`src/blad_pkg.sv`:
```
// Shared types, constants and helpers of the bob line-average deinterlacer.
package blad_pkg;

    localparam int BYTE_W        = 8;
    localparam int OUT_ROW_W     = 12;
    localparam int OUT_COL_W     = 13;
    localparam int LINE_BYTES_W  = 14;
    localparam int LINE_COUNT_W  = 13;
    localparam int CFG_DATA_W    = 14;
    localparam int CFG_INDEX_W   = 2;

    localparam logic [CFG_INDEX_W-1:0] REG_LINE_BYTES      = 2'd0;
    localparam logic [CFG_INDEX_W-1:0] REG_LINE_COUNT      = 2'd1;
    localparam logic [CFG_INDEX_W-1:0] REG_TOP_FIELD_FIRST = 2'd2;

    localparam int DEF_MAX_LINE_BYTES = 8192;
    localparam int DEF_MAX_LINES      = 4096;
    localparam int RESET_LINE_BYTES   = 7680;
    localparam int RESET_LINE_COUNT   = 1080;

    localparam int FIFO_DEPTH = 8;
    localparam int FIFO_PTR_W = 3;
    localparam int FIFO_CNT_W = 4;

    typedef struct packed {
        logic [BYTE_W-1:0]    byte_val;
        logic [OUT_ROW_W-1:0] row;
        logic [OUT_COL_W-1:0] column;
        logic                 done;
    } result_t;

    typedef struct packed {
        logic [1:0] count;
        result_t    first;
        result_t    second;
    } push_t;

    function automatic logic [31:0] clamp_size(logic [31:0] v, logic [31:0] hi);
        logic [31:0] r;
        if (v == 32'd0)
            r = 32'd1;
        else if (v > hi)
            r = hi;
        else
            r = v;
        return r;
    endfunction

endpackage

```
`src/blad_cfg.sv`:
```
// Configuration registers with clamped frame geometry.
module blad_cfg #(
    parameter int MAX_LINE_BYTES = blad_pkg::DEF_MAX_LINE_BYTES,
    parameter int MAX_LINES      = blad_pkg::DEF_MAX_LINES,
    parameter int WID_W          = $clog2(MAX_LINE_BYTES) + 1,
    parameter int HGT_W          = $clog2(MAX_LINES) + 1
) (
    input  logic                               clk,
    input  logic                               rst_n,
    input  logic                               cfg_write,
    input  logic [blad_pkg::CFG_INDEX_W-1:0]   cfg_index,
    input  logic [blad_pkg::CFG_DATA_W-1:0]    cfg_data,
    output logic [WID_W-1:0]                   width,
    output logic [HGT_W-1:0]                   height,
    output logic                               top_first
);
    import blad_pkg::*;

    localparam logic [WID_W-1:0] WIDTH_RESET =
        WID_W'(clamp_size(32'(RESET_LINE_BYTES), 32'(MAX_LINE_BYTES)));
    localparam logic [HGT_W-1:0] HEIGHT_RESET =
        HGT_W'(clamp_size(32'(RESET_LINE_COUNT), 32'(MAX_LINES)));

    logic [WID_W-1:0] width_reg;
    logic [HGT_W-1:0] height_reg;
    logic             top_first_reg;

    always_ff @(posedge clk or negedge rst_n)
    begin
        if (!rst_n)
        begin
            width_reg     <= WIDTH_RESET;
            height_reg    <= HEIGHT_RESET;
            top_first_reg <= 1'b1;
        end
        else if (cfg_write)
        begin
            case (cfg_index)
                REG_LINE_BYTES:
                    width_reg <= WID_W'(clamp_size(32'(cfg_data[LINE_BYTES_W-1:0]),
                                                   32'(MAX_LINE_BYTES)));
                REG_LINE_COUNT:
                    height_reg <= HGT_W'(clamp_size(32'(cfg_data[LINE_COUNT_W-1:0]),
                                                    32'(MAX_LINES)));
                REG_TOP_FIELD_FIRST:
                    top_first_reg <= cfg_data[0];
                default:
                begin
                end
            endcase
        end
    end

    assign width     = width_reg;
    assign height    = height_reg;
    assign top_first = top_first_reg;

endmodule

```
`config.mk`:
```
export PLATFORM = sky130hd
export DESIGN_NAME = blad_cfg
export DESIGN_NICKNAME = d
export VERILOG_FILES = /design/src/blad_pkg.sv /design/src/blad_cfg.sv
export SDC_FILE = /design/constraint.sdc
export NUM_CORES = 1
export LEC_CHECK = 0
export BUFFER_PORTS_ARGS = -buffer_cell sky130_fd_sc_hd__buf_2
export CAP_MARGIN = 20
export CORE_ASPECT_RATIO = 1.4
export CORE_MARGIN = 2
export CORE_UTILIZATION = 45
export CTS_CLUSTER_SIZE = 25
export DETAILED_ROUTE_END_ITERATION = 7
export HOLD_SLACK_MARGIN = 0.12
export PLACE_DENSITY = 0.81
export SLEW_MARGIN = 20
export SYNTH_ARGS = -nofsm -noshare
export SYNTH_HDL_FRONTEND = slang
export SYNTH_SLANG_ARGS = --single-unit
```
`constraint.sdc`:
```
create_clock -name clk -period 1.26 [get_ports clk]
set_clock_uncertainty 0.15 [all_clocks]
set_input_delay 0.126 -clock clk [delete_from_list [all_inputs] [get_ports clk]]
set_output_delay 0.126 -clock clk [all_outputs]
set_load 0.05 [all_outputs]
```
# ---- After elaboration in Yosys (flattened, before gate mapping)
# Cells that the tools add are included.
dict set report op_classes {
  muxes 4
  order_cmp 2
  reduce_logical 6
  eq_ne 2
}
# op n
set ops {}
lappend ops {{14-bit 2-to-1 mux} 2}
lappend ops {{13-bit 2-to-1 mux} 2}
lappend ops {{14-bit greater-than comparator (second input constant)} 1}
lappend ops {{14-bit zero test} 1}
lappend ops {{13-bit greater-than comparator (second input constant)} 1}
lappend ops {{13-bit zero test} 1}
lappend ops {{2-bit AND reduction} 3}
lappend ops {{2-bit by 1-bit equality test with 1-bit output (second input constant)} 1}
lappend ops {{2-bit equality test (second input constant)} 1}
lappend ops {{2-bit zero test} 1}
dict set report word_totals {
  output_inout_bits 28
  input_bits 19
  reg_bits 28
  word_cells 17
}

# ---- Longest topological paths before layout
dict set report depth {
  ltp_word 3
  ltp_mapped 5
  ltp_nobuf 4
}

# ---- Worst setup path before layout
# No wires, ideal clock.
dict set report synth_path {
  path_kind {input-to-reg}
  from {input port cfg_data[0] (netlist name)}
  to {register width_reg[2] (netlist: width[2])}
  slack_ns -0.068
  setup_time_ns 0.065
  cell_stages 5
  required_time_ns 1.045
  n_path_buf 1
  t_arrival_ns 1.113
  path_cell_list {nor4_1 nand4b_1 a21oi_2 buf_6 a22o_2}
}
dict set report synth_via {
  elab_chain_cells 3
  word_cells_on_any_way 4
  classes_between {order compare: 1; mux: 2; reduce/logical: 1}
}
# item line
set synth_rtl {}
lappend synth_rtl {{start, declared} blad_cfg.sv:12} ;# input logic [blad_pkg::CFG_DATA_W-1:0] cfg_data,
lappend synth_rtl {{14-bit greater-than comparator} blad_pkg.sv:42} ;# else if (v > hi)
lappend synth_rtl {{14-bit 2-to-1 mux} blad_pkg.sv:42}
lappend synth_rtl {{14-bit 2-to-1 mux *} blad_pkg.sv:40} ;# if (v == 32'd0)
lappend synth_rtl {{end signal, assigned} blad_cfg.sv:40} ;# width_reg <= WID_W'(clamp_size(32'(cfg_data[LINE_BYTES_W-1:0]),
lappend synth_rtl {{end, declared} blad_cfg.sv:24} ;# logic [WID_W-1:0] width_reg;
# Mark *: on every way between the ends. The rest lies on a longest branch, timed or not.
# A chain may end at the register's enable or synchronous reset.

# ---- Final worst setup path
dict set report layout_path {
  from {register width_reg[11] (netlist: width[11])}
  to {output port width[11]}
}
# item line
set layout_lines {}
lappend layout_lines {{end, declared} blad_cfg.sv:13} ;# output logic [WID_W-1:0] width,
# No word-level cell between the ends.

==> impl_results.md <==
* Storage cell area at 712 µm²
* Wirelength per Cell at 15.5 µm
* Fillcell total at 128
* Leakage at 0.000957 µW
* Clk_lat worst skew at 0.33 ns
* DRT antenna net count at 0
* Clk pin slew, worst setup/hold paths at 0.15 ns
* RePlAce Congestion at 0.826
* RSZ-0062 raised after global routing: true
* Die Area at 2930 µm²
* Max stage delay on crit path at 0.59 ns
* PwrDens at 1310 nW/µm²
* Placed wire-length estimate at 2190 µm
* Final worst slack at -0.0884 ns
* Share of cells above drive strength 1 at 0.621
* Yosys warnings at 0
* Maximum VDD drop at 1.01 mV
* WHS Path Cells at 3
* Initial Util at 0.473
* Flop2flop setup slack at 0.17 ns
* Worst r2r src: height[4]
* Slew @ Worst Pin at 0.592 ns
* Fin nets at 197
* Core footprint at 2390 µm²
* Root Driver: clkbuf_4
* Area occupied by multi-input gates at 429 µm²
* CTS tree: yes
* Antenna violations before repair at 0
* Crit Path Max Fanout at 2
* Antenna diodes at 0
* Drt pass-1 iters at 4
* Worst Setup End Kind: output pin
* Syn Area/Cell at 13.8 µm²
* Max reg flops at 14
* Synth Register Bits at 28
* Synth-to-Final Area Change at 78.5%
* Worst slew margin at 0.605
* Crit-path cells: buf_8
* Remaining DRCs at 0
* Hold slack at 0.123 ns
* Status: finished with violations
* IO buf count at 46
* Power Total at 2630 µW
* Setup Viol. Count Final at 9
* Worst EP required at 0.98 ns
* Worst Path Buf+Inv at 1
* Placed Area at 1590 µm²
* Cell area after layout at 2020 µm²
* Worst path slowest cell: dfstp_2
* Row count at 21
* Die Wd at 46.4 µm
* Final wirelength at 3270 µm
* Hold endpoint: height[0]
* Startpoint Class: register
* Pin count of the biggest net entering global routing at 29
* Die Y at 63.3 µm
* Fmax at 0.742 GHz
* Final Hold Fails at 0
* Critical path arrival at 1.07 ns
* Cell count after synthesis at 82
* Unique masters post-synth at 20
* Violated checks: negative setup slack
* Vias in the first global route at 1229
* H-tree levels at 1
* Reg2reg path depth at 3
* Mapped cell area at 1130 µm²
* Final min period at 1.35 ns
* Clock sinks at 28
* Crit path max-delay family: flip-flops
* Overflow after GRT at 0
* Hold Path Origin: cfg_index[1]
* Max-cap viol count at 0
* Seq/Total Area, Yosys at 0.630
* Ratio of final minimum period to clock period at 1.07
* CTS Buf Count at 3
* Slew Limit Fails at 0
* Worst Path Class, Setup: reg -> out
* First-pass GRT wire length at 5270 µm
* Worst reg2reg endpoint: height[4]
* CTS max path bufs at 2
* Setup Total Neg Slack at -0.700 ns
* Via count at 1094
* Post-synth net total at 101
* Vias/cell at 5.18
* Drt first-iter violations at 35
* Worst min path class: in -> reg
* I/O Pins at 47
* GRT Resource Usage Total at 0.238
[worst max path at each step]
stage,startpoint,to,cells after the start
floorplan,cfg_index[1],width[4],4
global placement,cfg_data[6],width[0],6
detailed placement,cfg_data[6],width[0],6
CTS,width[11],width[11],1
global route,width[12],width[12],1
finish,width[11],width[11],1
[cell usage in the layout, fill, tap and decap left out, types with 2 or more instances in the layout]
master / instances
dfstp_2: 9
mux2_2: 3
buf_8: 9
a21oi_2: 2
a22o_2: 10
dlygate4sd3_1: 17
clkbuf_4: 14
buf_4: 40
dfrtp_1: 19
nand3b_1: 2
a22o_1: 9
nor4_4: 3
nand2_1: 5
buf_2: 15
buf_6: 3
nand2b_1: 5
o21ai_0: 5
[per-layer routing]
| layer | track usage | wire [µm] | vias to the layer above |
|---|---|---|---|
| met3 | 0.0401 | 149 | 4 |
| met5 | 0 | 0 | - |
| met2 | 0.399 | 1760 | 48 |
| met4 | 0.0643 | 36 | 0 |
| li1 | - | - | 499 |
| met1 | 0.306 | 1320 | 543 |
[timing repair]
| action | 4_1_cts | 5_1_grt |
|---|---|---|
| gates resized for setup | 27 | 36 |
| pin swaps | 0 | 5 |
| endpoints found under the setup margin | 9 | 39 |
| hold buffers | 17 | 0 |
| endpoints found under the hold margin | 56 | 0 |
| buffers inserted | 4 | 1 |
[synth_stat cells]
cell type   n  area share
a221o_2     1       0.010
buf_4       1      0.0066
mux2_2      3       0.030
nand3_1     1      0.0044
a22o_1      9       0.070
clkbuf_1    1      0.0033
nor4_1      3       0.017
o21ai_0     5       0.022
o21bai_1    1      0.0066
nand2b_1    5       0.028
or3b_1      1      0.0078
nand2_1     5       0.017
a22o_2     10       0.089
dfrtp_1    19        0.42
buf_6       2       0.020
nand4b_1    1      0.0078
dfstp_2     9        0.21
nor2_1      1      0.0033
a21oi_2     2       0.016
nand3b_1    2       0.013
[report_power, final]
| part | total (µW) | internal, µW | switching, µW | leakage [µW] |
|---|---|---|---|---|
| combinational | 1060 | 434 | 626 | 0.000595 |
| clock | 439 | 177 | 262 | 0.0000210 |
| sequential | 1140 | 1050 | 87.2 | 0.000341 |
[logic make-up after synthesis]
kind of cell    synth area share
buf+inv                   0.0299
compound gates             0.213
mux                       0.0299
simple gates              0.0974
flops                      0.630
[metrics by stage]
stage | util | setup slack [ns] | cells
after detailed placement | 0.665 | -0.225 | 185
after global placement | 0.665 | -0.195 | 185
final | 0.844 | -0.0884 | 211
after floorplan | - | -0.0123 | 82
after CTS | 0.802 | -0.0672 | 210
after global routing | 0.844 | -0.127 | 211
[final cells by class]
type	count	share of cell area
clock buffers	4	0.0180
well taps	34	0.0211
repair buffers	95	0.395
flip-flops and latches	28	0.353
multi-input cells	50	0.213
Note: power is estimated with default switching activity, not from simulation.
