$ cat src/blad_pkg.sv
// Shared types, constants and helpers of the bob line-average deinterlacer.
package blad_pkg;

    localparam int BYTE_W        = 8;
    localparam int OUT_ROW_W     = 12;
    localparam int OUT_COL_W     = 13;
    localparam int LINE_BYTES_W  = 14;
    localparam int LINE_COUNT_W  = 13;
    localparam int CFG_DATA_W    = 14;
    localparam int CFG_INDEX_W   = 2;

    localparam logic [CFG_INDEX_W-1:0] REG_LINE_BYTES      = 2'd0;
    localparam logic [CFG_INDEX_W-1:0] REG_LINE_COUNT      = 2'd1;
    localparam logic [CFG_INDEX_W-1:0] REG_TOP_FIELD_FIRST = 2'd2;

    localparam int DEF_MAX_LINE_BYTES = 8192;
    localparam int DEF_MAX_LINES      = 4096;
    localparam int RESET_LINE_BYTES   = 7680;
    localparam int RESET_LINE_COUNT   = 1080;

    localparam int FIFO_DEPTH = 8;
    localparam int FIFO_PTR_W = 3;
    localparam int FIFO_CNT_W = 4;

    typedef struct packed {
        logic [BYTE_W-1:0]    byte_val;
        logic [OUT_ROW_W-1:0] row;
        logic [OUT_COL_W-1:0] column;
        logic                 done;
    } result_t;

    typedef struct packed {
        logic [1:0] count;
        result_t    first;
        result_t    second;
    } push_t;

    function automatic logic [31:0] clamp_size(logic [31:0] v, logic [31:0] hi);
        logic [31:0] r;
        if (v == 32'd0)
            r = 32'd1;
        else if (v > hi)
            r = hi;
        else
            r = v;
        return r;
    endfunction

endpackage

$ cat src/blad_out_fifo.sv
// Output queue taking up to two results per cycle, releasing one unless out_stall is high.
module blad_out_fifo (
    input  logic                              clk,
    input  logic                              rst_n,
    input  blad_pkg::push_t                   push,
    input  logic                              out_stall,
    output logic                              out_valid,
    output blad_pkg::result_t                 head,
    output logic [blad_pkg::FIFO_CNT_W-1:0]   count
);
    import blad_pkg::*;

    result_t               entries [FIFO_DEPTH];
    logic [FIFO_PTR_W-1:0] wr_ptr_reg;
    logic [FIFO_PTR_W-1:0] wr_ptr_next;
    logic [FIFO_PTR_W-1:0] rd_ptr_reg;
    logic [FIFO_PTR_W-1:0] rd_ptr_next;
    logic [FIFO_CNT_W-1:0] count_reg;
    logic [FIFO_CNT_W-1:0] count_next;
    logic                  pop;

    assign pop = (count_reg != '0) && !out_stall;

    always_comb
    begin
        wr_ptr_next = wr_ptr_reg + FIFO_PTR_W'(push.count);
        rd_ptr_next = rd_ptr_reg + FIFO_PTR_W'(pop);
        count_next  = count_reg + FIFO_CNT_W'(push.count) - FIFO_CNT_W'(pop);
    end

    always_ff @(posedge clk or negedge rst_n)
    begin
        if (!rst_n)
        begin
            wr_ptr_reg <= '0;
            rd_ptr_reg <= '0;
            count_reg  <= '0;
        end
        else
        begin
            wr_ptr_reg <= wr_ptr_next;
            rd_ptr_reg <= rd_ptr_next;
            count_reg  <= count_next;
        end
    end

    always_ff @(posedge clk)
    begin
        if (push.count != 2'd0)
            entries[wr_ptr_reg] <= push.first;
        if (push.count == 2'd2)
            entries[wr_ptr_reg + FIFO_PTR_W'(1)] <= push.second;
    end

    assign out_valid = (count_reg != '0);
    assign head      = entries[rd_ptr_reg];
    assign count     = count_reg;

endmodule

$ cat config.mk
export PLATFORM = sky130hd
export DESIGN_NAME = blad_out_fifo
export DESIGN_NICKNAME = d
export VERILOG_FILES = /design/src/blad_pkg.sv /design/src/blad_out_fifo.sv
export SDC_FILE = /design/constraint.sdc
export NUM_CORES = 1
export LEC_CHECK = 0
export ABC_AREA = 1
export BUFFER_PORTS_ARGS = -buffer_cell sky130_fd_sc_hd__buf_2
export CAP_MARGIN = 20
export CORE_MARGIN = 4
export CORE_UTILIZATION = 32
export CTS_CLUSTER_SIZE = 40
export DETAILED_ROUTE_END_ITERATION = 10
export GPL_TIMING_DRIVEN = 0
export PLACE_DENSITY = 0.49
export SETUP_SLACK_MARGIN = 0.2
export SLEW_MARGIN = 10
export SYNTH_ARGS = -nofsm -noshare
export SYNTH_HDL_FRONTEND = slang
export SYNTH_SLANG_ARGS = --single-unit
export TNS_END_PERCENT = 30
$ cat constraint.sdc
create_clock -name clk -period 8.6 [get_ports clk]
set_input_delay 0.43 -clock clk [delete_from_list [all_inputs] [get_ports clk]]
set_output_delay 0.43 -clock clk [all_outputs]
set_load 0.02 [all_outputs]
* Yosys cells after proc, flatten, opt, wreduce, memory -nomap -nowiden *
Memory sizes are Yosys's and may differ from the RTL's.
Cells that the tools add are included.

word-level totals
  memories = 1
  memory bits (writable) = 272
  word-level logic and storage cells = 18
  output and inout bits = 39
  register bits after elaboration = 10

cells by class
  equal/unequal tests = 1
  mux-type cells = 4
  $add $sub $neg = 5
  reductions and logical operators = 4

memories
  memory   words  bits a word  read ports  clocked after Yosys merged registers in  write ports  line                 source
  entries  8      34           1           0                                        2            blad_out_fifo.sv:13  result_t entries [FIFO_DEPTH];

operator list
  cell                 number
  $add 4x2->4          1
  $mux 1               4
  $reduce_bool 4->1    1
  $sub 4x1->4          1
  $add 3x1->3          1
  $add 3x1->3 const B  1
  $add 3x2->3          1
  $eq 2x2->1 const B   1
  $reduce_bool 2->1    1
  $logic_and 1x1->1    1
  $logic_not 1->1      1

* Logic depth before layout (Yosys ltp) *
Gate-level depths: netlist of run 1.

  depth after elaboration = 3
  mapped depth = 9

* Least setup slack after synthesis of run 1 *
OpenSTA, ideal clock, no wires.

  kind = in2reg
  start = input push[69] in the netlist's numbering
  end = memory entries[3][0] in the netlist's numbering, enable pin
  cell stages on the path = 4
  setup slack = 5,040 ps
  arrival time = 3,088 ps
  cell sequence = inv_1 -> nand2_1 -> nand2_1 -> o21ai_0

RTL lines
  item             line                 source
  start, declared  blad_out_fifo.sv:5   input blad_pkg::push_t push,
  end, declared    blad_out_fifo.sv:13

==> results of run 1 <==
[layout make-up]
| type | instances | area, um^2 | share of cell area |
|---|---|---|---|
| buffer | 235 | 1110 | 0.0566 |
| clock buffer | 49 | 1000 | 0.0508 |
| clock inverter | 15 | 73.8 | 0.00375 |
| inverter | 295 | 1110 | 0.0562 |
| multi-input combinational | 1450 | 6620 | 0.336 |
| sequential | 282 | 8420 | 0.427 |
| tap | 688 | 861 | 0.0437 |
| timing repair buffer | 55 | 498 | 0.0253 |
[synthesized netlist by cell type]
library cell    n
xor2_1          2
nand2_2         3
buf_1          24
inv_2           5
nor2_1          2
nand4_1       272
dfrtp_1        10
nand3_2         5
buf_4           9
buf_6           4
nand3_4         3
o21ai_0         9
clkinv_1        1
edfxtp_1      272
inv_1         289
clkbuf_1       63
fa_1            2
nor2_4          2
ha_1            8
xnor2_1         2
nand2_1       999
a21oi_1         2
buf_2         135
nand3_1       139
[layer usage]
| layer | up-vias | track usage | routed length, um | part of all wire |
|---|---|---|---|---|
| met5 | - | 0 | 0 | 0 |
| met4 | 0 | 0.0906 | 2430 | 0.037 |
| met3 | 138 | 0.0336 | 5030 | 0.076 |
| met2 | 666 | 0.366 | 30500 | 0.46 |
| met1 | 7544 | 0.308 | 28300 | 0.43 |
| li1 | 7498 | - | - | - |
[power groups by stage]
stage                     sequential, uW  combinational, uW  clock (uW)
after floorplan                     2170               2460           0
after global routing                2140               4610        1490
final                               2110               4280        1430
after CTS                           2110               4240        1440
after detailed placement            2140               4230           0
after global placement              2230               4020           0
[final timing paths]
check / start / endpoint / depth (start not counted)
worst min-delay path: push[68] / wr_ptr_reg[0]$_DFF_PN0_ / 2
min in group asynchronous: rst_n / count[0]$_DFF_PN0_ / 2
worst min register to register: rd_ptr_reg[1]$_DFF_PN0_ / rd_ptr_reg[1]$_DFF_PN0_ / 1
max in group asynchronous: rst_n / rd_ptr_reg[2]$_DFF_PN0_ / 2
worst max-delay path: rd_ptr_reg[0]$_DFF_PN0_ / head[28] / 9
worst max register to register: wr_ptr_reg[0]$_DFF_PN0_ / entries[5][15]$_DFFE_PP_ / 8
[cells by family after synthesis]
group,count (synthesis),synth area share
DFF,282,0.490
AOI/OAI and AO/OA,11,0.00321
buffers and inverters,530,0.129
and+or+nand+nor,1425,0.367
adders and majority gates,10,0.00816
xor gates and xnor gates,4,0.00204
[stage by stage]
stage | cells | worst slack (ps) | util | total power, uW | hold WS, ps
global placement | 2993 | 1830 | 0.345 | 6250 | 304
detailed placement | 3004 | 5720 | 0.352 | 6370 | 309
finish | 3069 | 5230 | 0.373 | 7830 | 160
CTS | 3069 | 5270 | 0.373 | 7800 | 139
global route | 3069 | 5180 | 0.373 | 8240 | 172
floorplan | 2262 | 5040 | - | 4620 | 134
[worst max-delay path: cells and delay by family (launching register included)]
family        cells  cell delay (ps)
simple gates      5              440
buf+inv           4             1520
flops             1              430
[timing repair]
item	4_1_cts	5_1_grt
hold buffers	1	0
hold endpoints to repair	10	0
endpoints found under the setup margin	0	0
==> results by group, run 1 <==
Power and ir drop
  – Switching share of total power: 0.510
  – NetSw: 3990 uW
  – Internal cell power: 3840 uW
  – VDD IR max: 0.250 mV
  – Clock power frac: 0.183
  – Logic pwr share: 0.547
  – PD cells: 397 mW/mm^2
  – Seq pwr share: 0.270
  – Pleak: 0.00961 uW

STA
  – Worst slew margin: 0.302
  – Final max-slew violation count: 0
  – Final Skew: 15.5 ps
  – Final Critical Period: 3370 ps
  – Fin crit share: 0.392
  – Worst-Margin Slew: 1050 ps
  – Setup_tns: 0 ps
  – Setup Viol. Count Final: 0
  – RSZ-0062 raised after global routing: no
  – Final hold viol count: 0
  – Fmax: 297 MHz

Synth
  – Seq/Total Area, Yosys: 0.490
  – Cells after Synth: 2262
  – Top-area cell type share of the netlist area: 0.476
  – Yosys warning count: 0
  – Yosys reg bits: 282
  – Synth area leader: edfxtp_1
  – Synth top area cells: edfxtp_1, nand2_1, nand4_1, inv_1, nand3_1
  – Mapped Avg Cell Area: 7.59 um^2
  – Cell area after synthesis: 0.0172 mm^2
  – Syn nets: 2345
  – Distinct cells, synth: 24

Floorplanning
  – Initial cell density of the core: 0.325
  – Die area: 0.0574 mm^2
  – Core area: 0.0529 mm^2
  – Die X: 240 um
  – Row count: 84
  – Die Y: 240 um
  – I/O pin count: 112

Clock network
  – Clock slew at reported path FFs: 60 ps
  – Resized Gates After CTS: 0
  – Clock sink total: 282
  – Worst-Skew Late Latency: 550 ps
  – CTS Buf Count: 36
  – Postcts setup bufs: 0
  – Clock Tree Root: clkbuf_16
  – H-tree Lvls: 2
  – TritonCTS clock tree: built
  – CTS max path bufs: 3

Worst setup path
  – Crit-path slowest cell: clkbuf_1
  – CP Launch Type: flop
  – Kind of critical path: reg -> out
  – R2R Setup Slk: 5710 ps
  – CP Max Fanout: 10
  – Crit-path max cell delay: 780 ps
  – Top cell by count, worst path: nand2_1
  – Crit-path cells: inv_1 -> clkbuf_1 -> buf_2 -> nand2_1 -> nand3_1 -> nand2_1 -> nand2_1 -> nand2_1 -> buf_2
  – CP Capture Type: output pin
  – Worst endpoint required time: 8170 ps
  – WP data arrival: 2940 ps

Hold path
  – Worst Hold Class: in -> reg

Cells and area
  – Most common cell after layout, fill and taps aside: nand2_1
  – N_diodes: 0
  – Commonest non-fill, non-tap cells in the layout: nand2_1, inv_1, nand4_1, edfxtp_1, buf_2
  – Largest register FFs: 272
  – Fill count: 5514
  – Fraction of layout cells with a size suffix above 1: 0.117
  – Design area: 0.0197 mm^2
  – P&R area growth vs syn: 14.7%
  – Net count, final: 2438

Placed design
  – Placed inst area: 0.0186 mm^2
  – GP Congestion: 0.854
  – Port Buffers: 43
  – Hpwl dp: 46100 um

Global routing
  – GRT Residual Overflow: 0
  – Vias in the first global route: 15.4k
  – Initial antenna violation count: 0
  – Largest net degree at the start of global routing: 22
  – Tot GR Track Use: 0.227
  – First-pass GRT wire length: 97200 um

Drt
  – Number of DRC markers in iteration 0: 1537
  – Vias per std cell: 5.16
  – Final WL: 66200 um
  – Detailed Routing Iterations Pass 1: 5
  – Vias after detailed routing: 15.8k
  – Drt wl/cell: 21.6 um
  – Final antenna-violating net count: 0
  – Residual DRC: 0

Job
  – MaxCap Viol Count: 0

Status
  – Status: completed
Power figures use the tool's default switching activity.
==> run 2: changes to the inputs <==
--- a/config.mk
+++ b/config.mk
@@ -13,7 +13,7 @@
 export CTS_CLUSTER_SIZE = 40
 export DETAILED_ROUTE_END_ITERATION = 10
 export GPL_TIMING_DRIVEN = 0
-export PLACE_DENSITY = 0.49
+export PLACE_DENSITY = 0.5
 export SETUP_SLACK_MARGIN = 0.2
 export SLEW_MARGIN = 10
 export SYNTH_ARGS = -nofsm -noshare
==> constraint.sdc (replaced) <==
create_clock -name clk -period 3 [get_ports clk]
set_input_delay 0.15 -clock clk [delete_from_list [all_inputs] [get_ports clk]]
set_output_delay 0.15 -clock clk [all_outputs]
set_load 0.02 [all_outputs]
==> run 2 against run 1 <==
Compared with the run above: die area stayed put; via count is 0.36% higher; sequential share of layout area down 0.77 points; worst hold slack got worse by 140 ps; highest routed layer unchanged.
==> results by group, run 2 (synthesis gave the netlist of run 1 again) <==
Placed design
  – Placed inst area: 0.0186 mm^2 (about the same)
  – Hpwl dp: 45600 um (was 46100 um)
  – GP Congestion: 0.887 (was 0.854)
  – Port Buffers: 43 (unchanged)
  – Cells after DPL: 3003 (was 3004)

Worst setup path
  – CP Capture Type: output pin (unchanged)
  – CP Max Fanout: 10 (unchanged)
  – Reg-to-Reg Start: wr_ptr_reg[0]$_DFF_PN0_ (unchanged)
  – Kind of critical path: reg -> out (unchanged)
  – R2R Setup Slk: 240 ps (was 5710 ps)
  – Worst endpoint required time: 2850 ps (was 8170 ps)
  – Critical path startpoint: rd_ptr_reg[0]$_DFF_PN0_ (unchanged)
  – RR Endpoint: entries[0][5]$_DFFE_PP_ (was entries[5][15]$_DFFE_PP_)
  – CP Launch Type: flop (unchanged)
  – R2R depth: 8 (unchanged)
  – WP data arrival: 2620 ps (was 2940 ps)

Drt
  – Final WL: 65500 um (was 66200 um)
  – Drt wl/cell: 21.2 um (was 21.6 um)
  – Vias after detailed routing: 15.9k (was 15.8k)
  – Detailed Routing Iterations Pass 1: 6 (was 5)
  – Vias per std cell: 5.14 (was 5.16)
  – Residual DRC: 0 (unchanged)
  – Final antenna-violating net count: 0 (unchanged)
  – Number of DRC markers in iteration 0: 1463 (was 1537)

Power and ir drop
  – PD cells: 1140 mW/mm^2 (was 397 mW/mm^2)
  – Switching share of total power: 0.501 (was 0.510)
  – NetSw: 11400 uW (was 3990 uW)
  – Pleak: 0.00979 uW (was 0.00961 uW)
  – VDD IR max: 0.668 mV (was 0.250 mV)
  – Clock power frac: 0.198 (was 0.183)
  – Logic pwr share: 0.536 (was 0.547)
  – Internal cell power: 11400 uW (was 3840 uW)
  – Seq pwr share: 0.266 (was 0.270)

Global routing
  – Initial antenna violation count: 0 (unchanged)
  – Tot GR Track Use: 0.224 (was 0.227)
  – Vias in the first global route: 15.2k (was 15.4k)
  – Largest net degree at the start of global routing: 21 (was 22)
  – First-pass GRT wire length: 96300 um (was 97200 um)
  – GRT Residual Overflow: 0 (unchanged)

Floorplanning
  – Core area: 0.0529 mm^2 (unchanged)
  – Initial cell density of the core: 0.325 (unchanged)
  – Die Y: 240 um (unchanged)
  – Die area: 0.0574 mm^2 (unchanged)
  – I/O pin count: 112 (unchanged)
  – Die X: 240 um (unchanged)
  – Row count: 84 (unchanged)

Clock network
  – CTS Buf Count: 36 (unchanged)
  – CTS max path bufs: 3 (unchanged)
  – H-tree Lvls: 2 (unchanged)
  – TritonCTS clock tree: built (unchanged)
  – Clock Tree Root: clkbuf_16 (unchanged)
  – Clock sink total: 282 (unchanged)
  – Worst-Skew Late Latency: 570 ps (was 550 ps)
  – Clock slew at reported path FFs: 50 ps (was 60 ps)

STA
  – Final max-slew violation count: 0 (unchanged)
  – Hold_ws: 22.1 ps (was 160 ps)
  – Setup_tns: 0 ps (unchanged)
  – Fmax: 361 MHz
  – Setup Viol. Count Final: 0 (unchanged)
  – Final Critical Period: 2770 ps
  – Worst-Margin Slew: 843 ps (was 1050 ps)
  – RSZ-0062 raised after global routing: yes (was no)
  – Final hold viol count: 0 (unchanged)
  – Worst slew margin: 0.436 (was 0.302)
  – Fin crit share: 0.923
  – Final Skew: 35.0 ps (was 15.5 ps)

Hold path
  – WHS Endpoint: entries[0][12]$_DFFE_PP_ (was wr_ptr_reg[0]$_DFF_PN0_)
  – Worst Hold Class: in -> reg (unchanged)
  – Hold path start: push[46] (was push[68])
  – Hold depth: 3 (was 2)

Cells and area
  – Design area: 0.0201 mm^2 (was 0.0197 mm^2)
  – Reg area: 0.00842 mm^2 (unchanged)
  – Non-filler cells, final: 3093 (was 3069)
  – Multi-input combinational cell area: 0.00662 mm^2 (unchanged)
  – N_diodes: 0 (unchanged)
  – Fill count: 5508 (was 5514)
  – Most common cell after layout, fill and taps aside: nand2_1 (unchanged)
  – Largest register FFs: 272 (unchanged)
  – P&R area growth vs syn: 16.8% (was 14.7%)
  – Fraction of layout cells with a size suffix above 1: 0.120 (was 0.117)
  – Net count, final: 2461 (was 2438)
  – Commonest non-fill, non-tap cells in the layout: nand2_1, inv_1, nand4_1, edfxtp_1, buf_2 (unchanged)

Job
  – MaxCap Viol Count: 0 (unchanged)

Status
  – Status: completed (unchanged)
run 2: cell count changes in the layout (fill, tap and decap cells not counted), moves of 2 or more:
cell and change:
dlygate4sd3_1 +23, clkbuf_1 -7, clkbuf_2 +5, bufinv_16 +3, clkbuf_8 +2, clkinvlp_4 -2
run 2: repair_timing:
action | in CTS | in global routing
pin swaps | 0 | 0
endpoints found under the hold margin | 123 | 0
gates resized for setup | 3 | 5
setup buffers | 0 | 1
hold buffers | 24 | 0
setup endpoints to repair | 53 | 67
run 2: worst max-delay path, stage by stage (launching register included):
cell and delay, ps:
dfrtp_1 420, inv_1 80, buf_2 280, buf_1 650, nand2_1 110, nand3_1 130, nand2_1 60, nand2_1 50
nand2_1 110, buf_2 180
run 2: area by class of cell:
type | instances | area share
Inverter | 295 | 0.0552
Buffer | 235 | 0.0559
Multi-Input combinational cell | 1450 | 0.330
Sequential cell | 282 | 0.420
Clock inverter | 16 | 0.00805
Clock buffer | 49 | 0.0520
Timing Repair Buffer | 78 | 0.0361
Tap cell | 688 | 0.0429
run 2: metal layers:
metal  vias up  share of wire  GRT usage
li1       7538              -          -
met1      7491           0.42      0.297
met2       743           0.46      0.356
met3       131          0.092     0.0539
met4         0          0.035     0.0841
met5         -              0          0
run 2: how the worst max path moves through the flow:
| stage | end | slack [ps] |
|---|---|---|
| 4_1_cts | entries[5][20]$_DFFE_PP_ | 120 |
| 2_1_floorplan | entries[2][0]$_DFFE_PP_ | -520 |
| 6_report | head[25] | 230 |
| 3_3_place_gp | entries[0][10]$_DFFE_PP_ | -3440 |
| 5_1_grt | head[26] | 90 |
| 3_5_place_dp | entries[5][19]$_DFFE_PP_ | 140 |
run 2: per-stage QoR:
stage / setup slack (ps) / utilization / total power [uW]
2_1_floorplan: -523 / - / 13200
3_3_place_gp: -3440 / 0.345 / 17800
3_5_place_dp: 135 / 0.352 / 18200
4_1_cts: 118 / 0.379 / 22700
5_1_grt: 88.0 / 0.379 / 24100
6_report: 231 / 0.379 / 22800
run 2: power groups by stage:
| stage | Clock [uW] | Sequential, uW | Combinational, uW |
|---|---|---|---|
| CTS | 4540 | 6060 | 12100 |
| global placement | 0 | 6350 | 11500 |
| floorplan | 0 | 6200 | 7040 |
| finish | 4510 | 6060 | 12200 |
| global route | 4720 | 6150 | 13200 |
| detailed placement | 0 | 6140 | 12000 |
